==> src/adhc_pkg.sv <==
// Shared types, constants and helpers of the ASCII decimal/hex converter.
package adhc_pkg;

   localparam int VALUE_BITS_DEFAULT = 32;

   // Digit positions held by the output digit register.
   localparam int RUN_DIGITS = 10;
   localparam int HEX_DIGITS = 8;
   localparam int DIG_BITS   = 4 * RUN_DIGITS;

   localparam logic [7:0] CHAR_ZERO    = 8'h30;
   localparam logic [7:0] CHAR_NINE    = 8'h39;
   localparam logic [7:0] CHAR_UPPER_A = 8'h41;
   localparam logic [7:0] CHAR_UPPER_F = 8'h46;
   localparam logic [7:0] CHAR_LOWER_A = 8'h61;
   localparam logic [7:0] CHAR_LOWER_F = 8'h66;
   localparam logic [7:0] CHAR_LOWER_X = 8'h78;
   localparam logic [7:0] CHAR_MINUS   = 8'h2D;

   typedef enum logic [2:0] {
      SER_IDLE,
      SER_CONVERT,
      SER_PREFIX_ZERO,
      SER_PREFIX_X,
      SER_EMIT
   } ser_state_type;

   // Hand-over of a finished token from the parser to the serialiser.
   typedef struct packed {
      logic launch;
      logic hex_mode;
      logic digit_fault;
      logic wrap_fault;
   } run_type;

   // ASCII character of one digit, 0-9 then A-F.
   function automatic logic [7:0] nibble_to_char(input logic [3:0] nib);
      logic [7:0] ch;
      if (nib >= 4'd10) begin
         ch = CHAR_UPPER_A + {4'd0, nib - 4'd10};
      end else begin
         ch = CHAR_ZERO + {4'd0, nib};
      end
      return ch;
   endfunction

endpackage

==> src/adhc_if.sv <==
// Valid/ready channel interfaces for the converter's character streams.
interface adhc_req_if;
   logic       valid;
   logic       ready;
   logic [7:0] char_in;
   logic       token_end;

   modport source (output valid, output char_in, output token_end, input ready);
   modport sink   (input valid, input char_in, input token_end, output ready);
endinterface

interface adhc_rsp_if;
   logic       valid;
   logic       ready;
   logic [7:0] char_out;
   logic       run_last;
   logic       bad_digit;
   logic       too_wide;

   modport source (output valid, output char_out, output run_last, output bad_digit,
                   output too_wide, input ready);
   modport sink   (input valid, input char_out, input run_last, input bad_digit,
                   input too_wide, output ready);
endinterface

==> src/adhc_parser.sv <==
// Token parser: prefix detection, digit decode and value accumulation.
module adhc_parser #(
   parameter int VALUE_BITS = adhc_pkg::VALUE_BITS_DEFAULT
) (
   input  logic                  clock,
   input  logic                  reset,
   input  logic                  req_valid,
   output logic                  req_ready,
   input  logic [7:0]            char_in,
   input  logic                  token_end,
   input  logic                  take,
   output adhc_pkg::run_type     run,
   output logic [VALUE_BITS-1:0] value
);

   logic [VALUE_BITS-1:0] acc_ff, acc_in;
   logic [1:0]            pos_ff, pos_in;
   logic                  hex_ff, hex_in;
   logic                  halted_ff, halted_in;
   logic                  fault_ff, fault_in;
   logic                  wrap_ff, wrap_in;
   logic                  launch_ff, launch_in;

   logic                  accept;
   logic [3:0]            digit;
   logic                  digit_ok;
   logic [VALUE_BITS+3:0] product;
   logic [VALUE_BITS+3:0] sum;

   assign req_ready = !launch_ff;
   assign accept    = req_valid && req_ready;

   always_comb begin
      digit_ok = 1'b0;
      digit    = 4'd0;
      if (char_in >= adhc_pkg::CHAR_ZERO && char_in <= adhc_pkg::CHAR_NINE) begin
         digit_ok = 1'b1;
         digit    = 4'(char_in - adhc_pkg::CHAR_ZERO);
      end else if (hex_ff && char_in >= adhc_pkg::CHAR_UPPER_A &&
                   char_in <= adhc_pkg::CHAR_UPPER_F) begin
         digit_ok = 1'b1;
         digit    = 4'(char_in - adhc_pkg::CHAR_UPPER_A) + 4'd10;
      end else if (hex_ff && char_in >= adhc_pkg::CHAR_LOWER_A &&
                   char_in <= adhc_pkg::CHAR_LOWER_F) begin
         digit_ok = 1'b1;
         digit    = 4'(char_in - adhc_pkg::CHAR_LOWER_A) + 4'd10;
      end
   end

   // x16 is a shift, x10 is x8 plus x2; top four bits show a wrap.
   always_comb begin
      if (hex_ff) begin
         product = {acc_ff, 4'd0};
      end else begin
         product = {1'b0, acc_ff, 3'd0} + {3'd0, acc_ff, 1'b0};
      end
      sum = product + (VALUE_BITS+4)'(digit);
   end

   always_comb begin
      acc_in    = acc_ff;
      pos_in    = pos_ff;
      hex_in    = hex_ff;
      halted_in = halted_ff;
      fault_in  = fault_ff;
      wrap_in   = wrap_ff;
      launch_in = launch_ff;
      if (take) begin
         // drop the token once the serialiser holds it
         acc_in    = '0;
         pos_in    = 2'd0;
         hex_in    = 1'b0;
         fault_in  = 1'b0;
         wrap_in   = 1'b0;
         launch_in = 1'b0;
      end else if (accept && !halted_ff) begin
         if (pos_ff == 2'd0 && char_in == adhc_pkg::CHAR_MINUS) begin
            halted_in = 1'b1;
         end else begin
            if (pos_ff == 2'd1 && !hex_ff && char_in == adhc_pkg::CHAR_LOWER_X &&
                acc_ff == '0 && !fault_ff) begin
               hex_in = 1'b1;
            end else begin
               acc_in = sum[VALUE_BITS-1:0];
               if (|sum[VALUE_BITS+3:VALUE_BITS]) begin
                  wrap_in = 1'b1;
               end
               if (!digit_ok) begin
                  fault_in = 1'b1;
               end
            end
            if (pos_ff != 2'd3) begin
               pos_in = pos_ff + 2'd1;
            end
            launch_in = token_end;
         end
      end
   end

   always_ff @(posedge clock) begin
      if (reset) begin
         acc_ff    <= '0;
         pos_ff    <= 2'd0;
         hex_ff    <= 1'b0;
         halted_ff <= 1'b0;
         fault_ff  <= 1'b0;
         wrap_ff   <= 1'b0;
         launch_ff <= 1'b0;
      end else begin
         acc_ff    <= acc_in;
         pos_ff    <= pos_in;
         hex_ff    <= hex_in;
         halted_ff <= halted_in;
         fault_ff  <= fault_in;
         wrap_ff   <= wrap_in;
         launch_ff <= launch_in;
      end
   end

   assign run.launch      = launch_ff;
   assign run.hex_mode    = hex_ff;
   assign run.digit_fault = fault_ff;
   assign run.wrap_fault  = wrap_ff;
   assign value           = acc_ff;

endmodule

==> src/adhc_serialiser.sv <==
// Serialiser: bit-serial binary to BCD conversion and digit-serial emission.
module adhc_serialiser #(
   parameter int VALUE_BITS = adhc_pkg::VALUE_BITS_DEFAULT
) (
   input  logic                  clock,
   input  logic                  reset,
   input  adhc_pkg::run_type     run,
   input  logic [VALUE_BITS-1:0] value,
   output logic                  take,
   output logic                  rsp_valid,
   input  logic                  rsp_ready,
   output logic [7:0]            char_out,
   output logic                  run_last,
   output logic                  bad_digit,
   output logic                  too_wide
);

   localparam int CNT_W = $clog2(VALUE_BITS);
   localparam int DW    = adhc_pkg::DIG_BITS;

   adhc_pkg::ser_state_type state_ff, state_in;

   logic [VALUE_BITS-1:0] val_ff, val_in;
   logic [CNT_W-1:0]      bit_cnt_ff, bit_cnt_in;
   logic [DW-1:0]         dig_ff, dig_in;
   logic [3:0]            remain_ff, remain_in;
   logic                  lead_ff, lead_in;
   logic                  fault_ff, fault_in;
   logic                  wide_ff, wide_in;

   logic                  out_valid_ff, out_valid_in;
   logic [7:0]            out_char_ff, out_char_in;
   logic                  out_last_ff, out_last_in;
   logic                  out_bad_ff, out_bad_in;
   logic                  out_wide_ff, out_wide_in;

   logic                  out_free;
   logic [DW-1:0]         dig_adj;
   logic [63:0]           value_wide;
   logic [3:0]            top_nib;

   assign out_free   = !out_valid_ff || rsp_ready;
   assign value_wide = 64'(value);
   assign top_nib    = dig_ff[DW-1 -: 4];
   assign take       = run.launch && (state_ff == adhc_pkg::SER_IDLE);

   // add-3 correction on every BCD digit ahead of the shift
   always_comb begin
      for (int i = 0; i < adhc_pkg::RUN_DIGITS; i++) begin
         if (dig_ff[4*i +: 4] >= 4'd5) begin
            dig_adj[4*i +: 4] = dig_ff[4*i +: 4] + 4'd3;
         end else begin
            dig_adj[4*i +: 4] = dig_ff[4*i +: 4];
         end
      end
   end

   always_comb begin
      state_in     = state_ff;
      val_in       = val_ff;
      bit_cnt_in   = bit_cnt_ff;
      dig_in       = dig_ff;
      remain_in    = remain_ff;
      lead_in      = lead_ff;
      fault_in     = fault_ff;
      wide_in      = wide_ff;
      out_char_in  = out_char_ff;
      out_last_in  = out_last_ff;
      out_bad_in   = out_bad_ff;
      out_wide_in  = out_wide_ff;
      out_valid_in = out_valid_ff && !rsp_ready;

      unique case (state_ff)
         adhc_pkg::SER_IDLE: begin
            if (run.launch) begin
               fault_in = run.digit_fault;
               if (run.hex_mode) begin
                  val_in     = value;
                  bit_cnt_in = '0;
                  dig_in     = '0;
                  wide_in    = run.wrap_fault;
                  state_in   = adhc_pkg::SER_CONVERT;
               end else begin
                  dig_in    = {value_wide[31:0], (DW-32)'(0)};
                  remain_in = 4'(adhc_pkg::HEX_DIGITS);
                  wide_in   = run.wrap_fault || (|value_wide[63:32]);
                  state_in  = adhc_pkg::SER_PREFIX_ZERO;
               end
            end
         end
         adhc_pkg::SER_CONVERT: begin
            // carry out of the top digit means the value passed ten digits
            dig_in = {dig_adj[DW-2:0], val_ff[VALUE_BITS-1]};
            val_in = {val_ff[VALUE_BITS-2:0], 1'b0};
            if (dig_adj[DW-1]) begin
               wide_in = 1'b1;
            end
            bit_cnt_in = bit_cnt_ff + 1'b1;
            if (bit_cnt_ff == CNT_W'(VALUE_BITS-1)) begin
               remain_in = 4'(adhc_pkg::RUN_DIGITS);
               lead_in   = 1'b1;
               state_in  = adhc_pkg::SER_EMIT;
            end
         end
         adhc_pkg::SER_PREFIX_ZERO: begin
            if (out_free) begin
               out_valid_in = 1'b1;
               out_char_in  = adhc_pkg::CHAR_ZERO;
               out_last_in  = 1'b0;
               out_bad_in   = 1'b0;
               out_wide_in  = 1'b0;
               state_in     = adhc_pkg::SER_PREFIX_X;
            end
         end
         adhc_pkg::SER_PREFIX_X: begin
            if (out_free) begin
               out_valid_in = 1'b1;
               out_char_in  = adhc_pkg::CHAR_LOWER_X;
               out_last_in  = 1'b0;
               out_bad_in   = 1'b0;
               out_wide_in  = 1'b0;
               lead_in      = 1'b1;
               state_in     = adhc_pkg::SER_EMIT;
            end
         end
         adhc_pkg::SER_EMIT: begin
            if (lead_ff && top_nib == 4'd0 && remain_ff != 4'd1) begin
               // skip a leading zero
               dig_in    = {dig_ff[DW-5:0], 4'd0};
               remain_in = remain_ff - 4'd1;
            end else if (out_free) begin
               out_valid_in = 1'b1;
               out_char_in  = adhc_pkg::nibble_to_char(top_nib);
               out_last_in  = (remain_ff == 4'd1);
               out_bad_in   = (remain_ff == 4'd1) && fault_ff;
               out_wide_in  = (remain_ff == 4'd1) && wide_ff;
               dig_in       = {dig_ff[DW-5:0], 4'd0};
               remain_in    = remain_ff - 4'd1;
               lead_in      = 1'b0;
               if (remain_ff == 4'd1) begin
                  state_in = adhc_pkg::SER_IDLE;
               end
            end
         end
         default: begin
            state_in = adhc_pkg::SER_IDLE;
         end
      endcase
   end

   always_ff @(posedge clock) begin
      if (reset) begin
         state_ff     <= adhc_pkg::SER_IDLE;
         out_valid_ff <= 1'b0;
      end else begin
         state_ff     <= state_in;
         out_valid_ff <= out_valid_in;
      end
   end

   always_ff @(posedge clock) begin
      val_ff      <= val_in;
      bit_cnt_ff  <= bit_cnt_in;
      dig_ff      <= dig_in;
      remain_ff   <= remain_in;
      lead_ff     <= lead_in;
      fault_ff    <= fault_in;
      wide_ff     <= wide_in;
      out_char_ff <= out_char_in;
      out_last_ff <= out_last_in;
      out_bad_ff  <= out_bad_in;
      out_wide_ff <= out_wide_in;
   end

   assign rsp_valid = out_valid_ff;
   assign char_out  = out_char_ff;
   assign run_last  = out_last_ff;
   assign bad_digit = out_bad_ff;
   assign too_wide  = out_wide_ff;

endmodule

==> src/ascii_dec_hex_converter_core.sv <==
// Top level of the ASCII decimal/hexadecimal number converter.
//
// Feed a number token one character per word on req_port, with token_end set
// on its last character. A token that opens with "0x" is read as hexadecimal
// (either case) and comes back on rsp_port as decimal digits; any other token
// is read as decimal and comes back as "0x" and upper-case hex digits, leading
// zeros dropped and zero written as one 0. run_last marks the final character
// of a run, and only that word carries bad_digit (a character not valid in its
// base) and too_wide (the value wrapped past VALUE_BITS or needed more digits
// than a run holds). A token opening with '-' halts the block: it and every
// later token are taken and dropped until reset. Once the serialiser takes a
// token, a decimal result runs the bit-serial binary-to-BCD shifter over all
// VALUE_BITS bits and then emits the ten digit positions, leading zeros
// skipped; a hex result sends the "0x" prefix and then eight positions.
// Characters of the next token are taken while a run is emitted; once its token
// end is taken, input is held off until the serialiser takes that token. An
// output register parts the result side, so a stalled consumer only holds the
// serialiser.
module ascii_dec_hex_converter_core #(
   parameter int VALUE_BITS = adhc_pkg::VALUE_BITS_DEFAULT
) (
   input  logic              clock,
   input  logic              reset,
   adhc_req_if.sink          req_port,
   adhc_rsp_if.source        rsp_port
);

   adhc_pkg::run_type     run;        // finished token, waiting for hand-over
   logic [VALUE_BITS-1:0] run_value;  // accumulated value of that token
   logic                  take;       // serialiser takes the token this cycle
   logic                  req_ready;

   // Parse and accumulate each character word as it arrives.
   adhc_parser #(
      .VALUE_BITS (VALUE_BITS)
   ) u_parser (
      .clock     (clock),
      .reset     (reset),
      .req_valid (req_port.valid),
      .req_ready (req_ready),
      .char_in   (req_port.char_in),
      .token_end (req_port.token_end),
      .take      (take),
      .run       (run),
      .value     (run_value)
   );

   assign req_port.ready = req_ready;

   // Convert the token, then emit the run one digit per cycle while the result side is not stalled.
   adhc_serialiser #(
      .VALUE_BITS (VALUE_BITS)
   ) u_serialiser (
      .clock     (clock),
      .reset     (reset),
      .run       (run),
      .value     (run_value),
      .take      (take),
      .rsp_valid (rsp_port.valid),
      .rsp_ready (rsp_port.ready),
      .char_out  (rsp_port.char_out),
      .run_last  (rsp_port.run_last),
      .bad_digit (rsp_port.bad_digit),
      .too_wide  (rsp_port.too_wide)
   );

endmodule

==> src/flat_wrapper.sv <==
// flat-port wrapper written by rule: the top's interface ports become plain ports
module ascii_dec_hex_converter_core_flat 
#(
   parameter int VALUE_BITS = adhc_pkg::VALUE_BITS_DEFAULT
)
  (clock, reset, req_port_valid, req_port_char_in, req_port_token_end, req_port_ready, rsp_port_valid, rsp_port_char_out, rsp_port_run_last, rsp_port_bad_digit, rsp_port_too_wide, rsp_port_ready);
  adhc_req_if req_port_i ();
  adhc_rsp_if rsp_port_i ();
  input  logic clock;
  input  logic reset;
  input wire logic [$bits(req_port_i.valid)-1:0] req_port_valid;
  input wire logic [$bits(req_port_i.char_in)-1:0] req_port_char_in;
  input wire logic [$bits(req_port_i.token_end)-1:0] req_port_token_end;
  output wire logic [$bits(req_port_i.ready)-1:0] req_port_ready;
  output wire logic [$bits(rsp_port_i.valid)-1:0] rsp_port_valid;
  output wire logic [$bits(rsp_port_i.char_out)-1:0] rsp_port_char_out;
  output wire logic [$bits(rsp_port_i.run_last)-1:0] rsp_port_run_last;
  output wire logic [$bits(rsp_port_i.bad_digit)-1:0] rsp_port_bad_digit;
  output wire logic [$bits(rsp_port_i.too_wide)-1:0] rsp_port_too_wide;
  input wire logic [$bits(rsp_port_i.ready)-1:0] rsp_port_ready;
  assign req_port_i.valid = req_port_valid;
  assign req_port_i.char_in = req_port_char_in;
  assign req_port_i.token_end = req_port_token_end;
  assign req_port_ready = req_port_i.ready;
  assign rsp_port_valid = rsp_port_i.valid;
  assign rsp_port_char_out = rsp_port_i.char_out;
  assign rsp_port_run_last = rsp_port_i.run_last;
  assign rsp_port_bad_digit = rsp_port_i.bad_digit;
  assign rsp_port_too_wide = rsp_port_i.too_wide;
  assign rsp_port_i.ready = rsp_port_ready;
  ascii_dec_hex_converter_core #(.VALUE_BITS(VALUE_BITS)) u_core (.clock(clock), .reset(reset), .req_port(req_port_i), .rsp_port(rsp_port_i));
endmodule
==> config.mk <==
export PLATFORM = sky130hd
export DESIGN_NAME = ascii_dec_hex_converter_core_flat
export DESIGN_NICKNAME = d
export VERILOG_FILES = /design/src/adhc_pkg.sv /design/src/adhc_if.sv /design/src/adhc_parser.sv /design/src/adhc_serialiser.sv /design/src/ascii_dec_hex_converter_core.sv /design/src/flat_wrapper.sv
export SDC_FILE = /design/constraint.sdc
export NUM_CORES = 1
export LEC_CHECK = 0
export BUFFER_PORTS_ARGS = -buffer_cell sky130_fd_sc_hd__buf_2
export CAP_MARGIN = 20
export CORE_ASPECT_RATIO = 0.7
export CORE_UTILIZATION = 58
export CTS_CLUSTER_DIAMETER = 30
export DETAILED_ROUTE_END_ITERATION = 12
export GPL_ROUTABILITY_DRIVEN = 0
export PLACE_DENSITY_LB_ADDON = 0.15
export SYNTH_ARGS = -nofsm -noshare
export SYNTH_HDL_FRONTEND = slang
export SYNTH_HIERARCHICAL = 1
export SYNTH_SLANG_ARGS = --single-unit
export TNS_END_PERCENT = 1
==> constraint.sdc <==
create_clock -name clock -period 10.9 [get_ports clock]
set_input_delay 1.635 -clock clock [delete_from_list [all_inputs] [get_ports clock]]
set_output_delay 1.635 -clock clock [all_outputs]
set_load 0.05 [all_outputs]
==> results.toml <==
[timing]
finClkSkew_ns = 0.00946
drv_slew = 0
hold_viol_final = 0
tightest_slew_ns = 1.02
fmax_ghz = 0.172
period_share_pct = 53.3
fin_crit_ns = 5.81
rsz0062_at_grt = "no"
setup_viol = 0
slew_headroom_pct = 31.7
setup_tns_ns = 0
finalWorstSetupSlack_ns = 5.09

[die]
start_util_pct = 60.3
die_h_um = 115
rows = 40
coreArea_um2 = 17400
fp.dieW_um = 163
die-area_um2 = 18700
top_level_ports = 26

[cts]
cts_tree = "done"
postCtsResizedCells = 0
cts_htree_levels = 4
cts_num_sinks = 137
post_cts_buffers = 0
clockRootBuffer = "clkbuf_16"
postCtsHoldBufs = 0
clockBufferDepth = 2
cts_buffers = 17
clk_pin_slew_worst_paths_ns = 0.06
clkLatencyLatePin_ns = 0.43

[critical_path]
regToRegStartpoint = "u_core/u_parser/hex_ff"
worstPathMaxFanout = 5
crit_required_ns = 11.20
arrival_ns = 6.11
start_kind = "input pin"
worst_setup_path_end_kind = "flop"
critPathLaunch = "req_port_char_in[1]"
crit_type = "in2reg"

[hold_path]
worst_hold_startpoint = "u_core/u_parser/wrap_ff"
holdCritPathClass = "reg2reg"

[grt]
first_global_vias = 8246
grt_max_degree = 76
grt_pass1_wl_um = 45000
grt_usage_pct = 30.9
overflow = 0
antenna_found_initial = 0

[logic_synthesis]
yosys_warnings = 6
ys.flop_type = "edfxtp_1"
syn_area_um2 = 10500
synth_edf_count = 94
synth_seq_cells = 137
ys_seq_area_share_pct = 35.1
synthDistinctLibCells = 84
syn_avg_cell_area_um2 = 8.64
synth_cells = 1215
synth.net_count = 1299
async_flop_share_pct = 0

[layout]
area_delta_synth_final_pct = 7.85
fin_nets = 1291
drive_above_1_share_pct = 9.02
finalNonFillerCells = 1451
fillers = 1471
final_util_pct = 65.0
diodes = 0

[power]
p_leak_uw = 0.00444
p_per_area_nw_per_um2 = 138
irDropWorstVdd_v = 0.0000912

[drt]
wl_met1_um = 13600
avgViaCountPerCell = 6.31
wl_met3_um = 2410
wl_met2_um = 11500
drtIter0Drc = 1127
drtPass1Iterations = 5
drtAntennaViolNets = 0
wirelength_um = 27700
top_layer_used = "met4"
drc = 0
routedWlPerCell_um = 19.1
vias = 9155

[placed_design]
dpl.hpwl_um = 19200
pre_cts_ws_ns = 4.74
dp_cells = 1419
port_buffers = 24

[job]
cap_violations = 0

[run_status]
status = "complete, no violations"
## cell usage after synthesis, drive strengths merged, types with 3 or more instances
| cell | count | share of area [%] |
|---|---|---|
| nor4 | 11 | 0.66 |
| o21ai | 69 | 3.3 |
| xnor2 | 33 | 2.8 |
| nor2 | 107 | 4.1 |
| a211oi | 15 | 1.1 |
| o21a | 13 | 0.93 |
| clkbuf | 34 | 1.2 |
| xor2 | 25 | 2.1 |
| or3b | 7 | 0.58 |
| nand2 | 184 | 6.6 |
| nor4b | 8 | 0.81 |
| a31oi | 7 | 0.42 |
| nor3b | 3 | 0.21 |
| a22o | 3 | 0.25 |
| o31ai | 8 | 0.57 |
| nor2b | 19 | 1.1 |
| or3 | 11 | 0.66 |
| a21o | 10 | 0.72 |
| o32ai | 16 | 1.3 |
| and4 | 4 | 0.33 |
| o211ai | 10 | 0.72 |
| mux2i | 32 | 3.1 |
| nor3 | 25 | 1.3 |
| mux2 | 12 | 1.3 |
| nand2b | 37 | 2.3 |
| edfxtp | 94 | 27 |
| and2 | 10 | 0.60 |
| a21oi | 101 | 4.8 |
| inv | 48 | 1.7 |
| o21bai | 5 | 0.36 |
| dfxtp | 43 | 8.2 |
| and3 | 8 | 0.48 |
| nand3 | 19 | 0.91 |
| a2111oi | 4 | 0.33 |
| a221o | 15 | 1.4 |
| o21ba | 3 | 0.29 |
| a2111o | 3 | 0.32 |
| nand4 | 17 | 1.0 |
| buf | 27 | 1.8 |
| or2 | 5 | 0.30 |
| or4 | 3 | 0.29 |
| a221oi | 3 | 0.25 |
| ha | 69 | 8.2 |
## power breakdown
part / switching [uW] / internal [uW] / total [uW]
logic: 178 / 107 / 285
registers: 49.2 / 609 / 659
clock network: 230 / 385 / 616
total: 457 / 1100 / 1560
## per-layer routing
metal | track usage (%) | up-vias
met5 | 0 | -
met1 | 48.0 | 4323
met4 | 5.98 | 0
met2 | 44.2 | 407
met3 | 5.61 | 19
li1 | - | 4406
## layout make-up
class	count	area, um2	share of cell area, %
clock buffers	19	433	3.82
well taps	231	289	2.55
inverters	48	180	1.59
repair buffers	34	199	1.76
multi-input cells	969	6340	56.0
clock inverters	13	194	1.71
flip-flops and latches	137	3680	32.5
## metrics by stage
step / hold slack [ns] / instance area, um2 / power (uW)
floorplan: 0.444 / 10500 / 874
global placement: 0.487 / 10700 / 937
detailed placement: 0.494 / 10700 / 945
CTS: 0.503 / 11300 / 1560
global route: 0.528 / 11300 / 1620
finish: 0.497 / 11300 / 1560
## cell families (layout without fill, tap and decap cells)
kind of cell / Yosys count / in the layout / share of synthesized area (%)
multiplexers: 44 / 44 / 4.34
AO/OA/AOI/OAI: 312 / 312 / 19.5
AND/OR/NAND/NOR: 483 / 483 / 22.8
adder cells (fa/ha/maj): 71 / 71 / 8.60
XOR/XNOR: 58 / 58 / 4.84
other: 1 / 1 / 0.0357
flip-flops: 137 / 137 / 35.1
buffers and inverters: 109 / 114 / 4.77
## path summary, 6_finish.rpt
path	end	slack, ns	cells past startpoint
setup reg to reg	u_core/u_parser/wrap_ff	5.50	14
hold / removal	u_core/u_parser/wrap_ff	0.50	2
setup / recovery	u_core/u_parser/wrap_ff	5.09	18
hold reg to reg	u_core/u_parser/wrap_ff	0.50	2
## flip-flops by register name, indices dropped and copies added, names as in the netlist, 2 cells and up
name / cells
u_core/u_serialiser/remain_ff: 4
u_core/u_parser/pos_ff: 2
u_core/u_parser/value: 32
u_core/u_serialiser/char_out: 7
u_core/u_serialiser/val_ff: 32
u_core/u_serialiser/dig_ff: 40
u_core/u_serialiser/bit_cnt_ff: 5
u_core/u_serialiser/state_ff: 3
## critical path, cell delays in order
cell,delay [ns]
buf_2,0.12
inv_1,0.07
ha_1,0.19
nor2_1,0.05
nand2_1,0.06
and4_1,0.29
nand2_1,0.07
o21ai_0,0.33
fa_1,0.28
a21oi_1,0.08
or3_1,0.42
or4_4,0.49
or4b_4,0.55
or4_4,0.58
nand4bb_4,0.27
nor4b_4,0.33
xor2_1,0.17
o211ai_1,0.10
## placed cells by master (no fill, tap or decap), types with 24 or more instances in the layout
cell type,Yosys,layout
nand2_1,184,183
xnor2_1,33,33
nand2b_1,36,36
ha_1,69,69
nor2_1,104,104
a21oi_1,101,101
inv_1,47,47
dfxtp_1,43,42
o21ai_0,66,66
mux2i_1,32,32
xor2_1,25,25
edfxtp_1,94,94
buf_2,10,24
No activity file was read; power rests on OpenSTA's default activity.
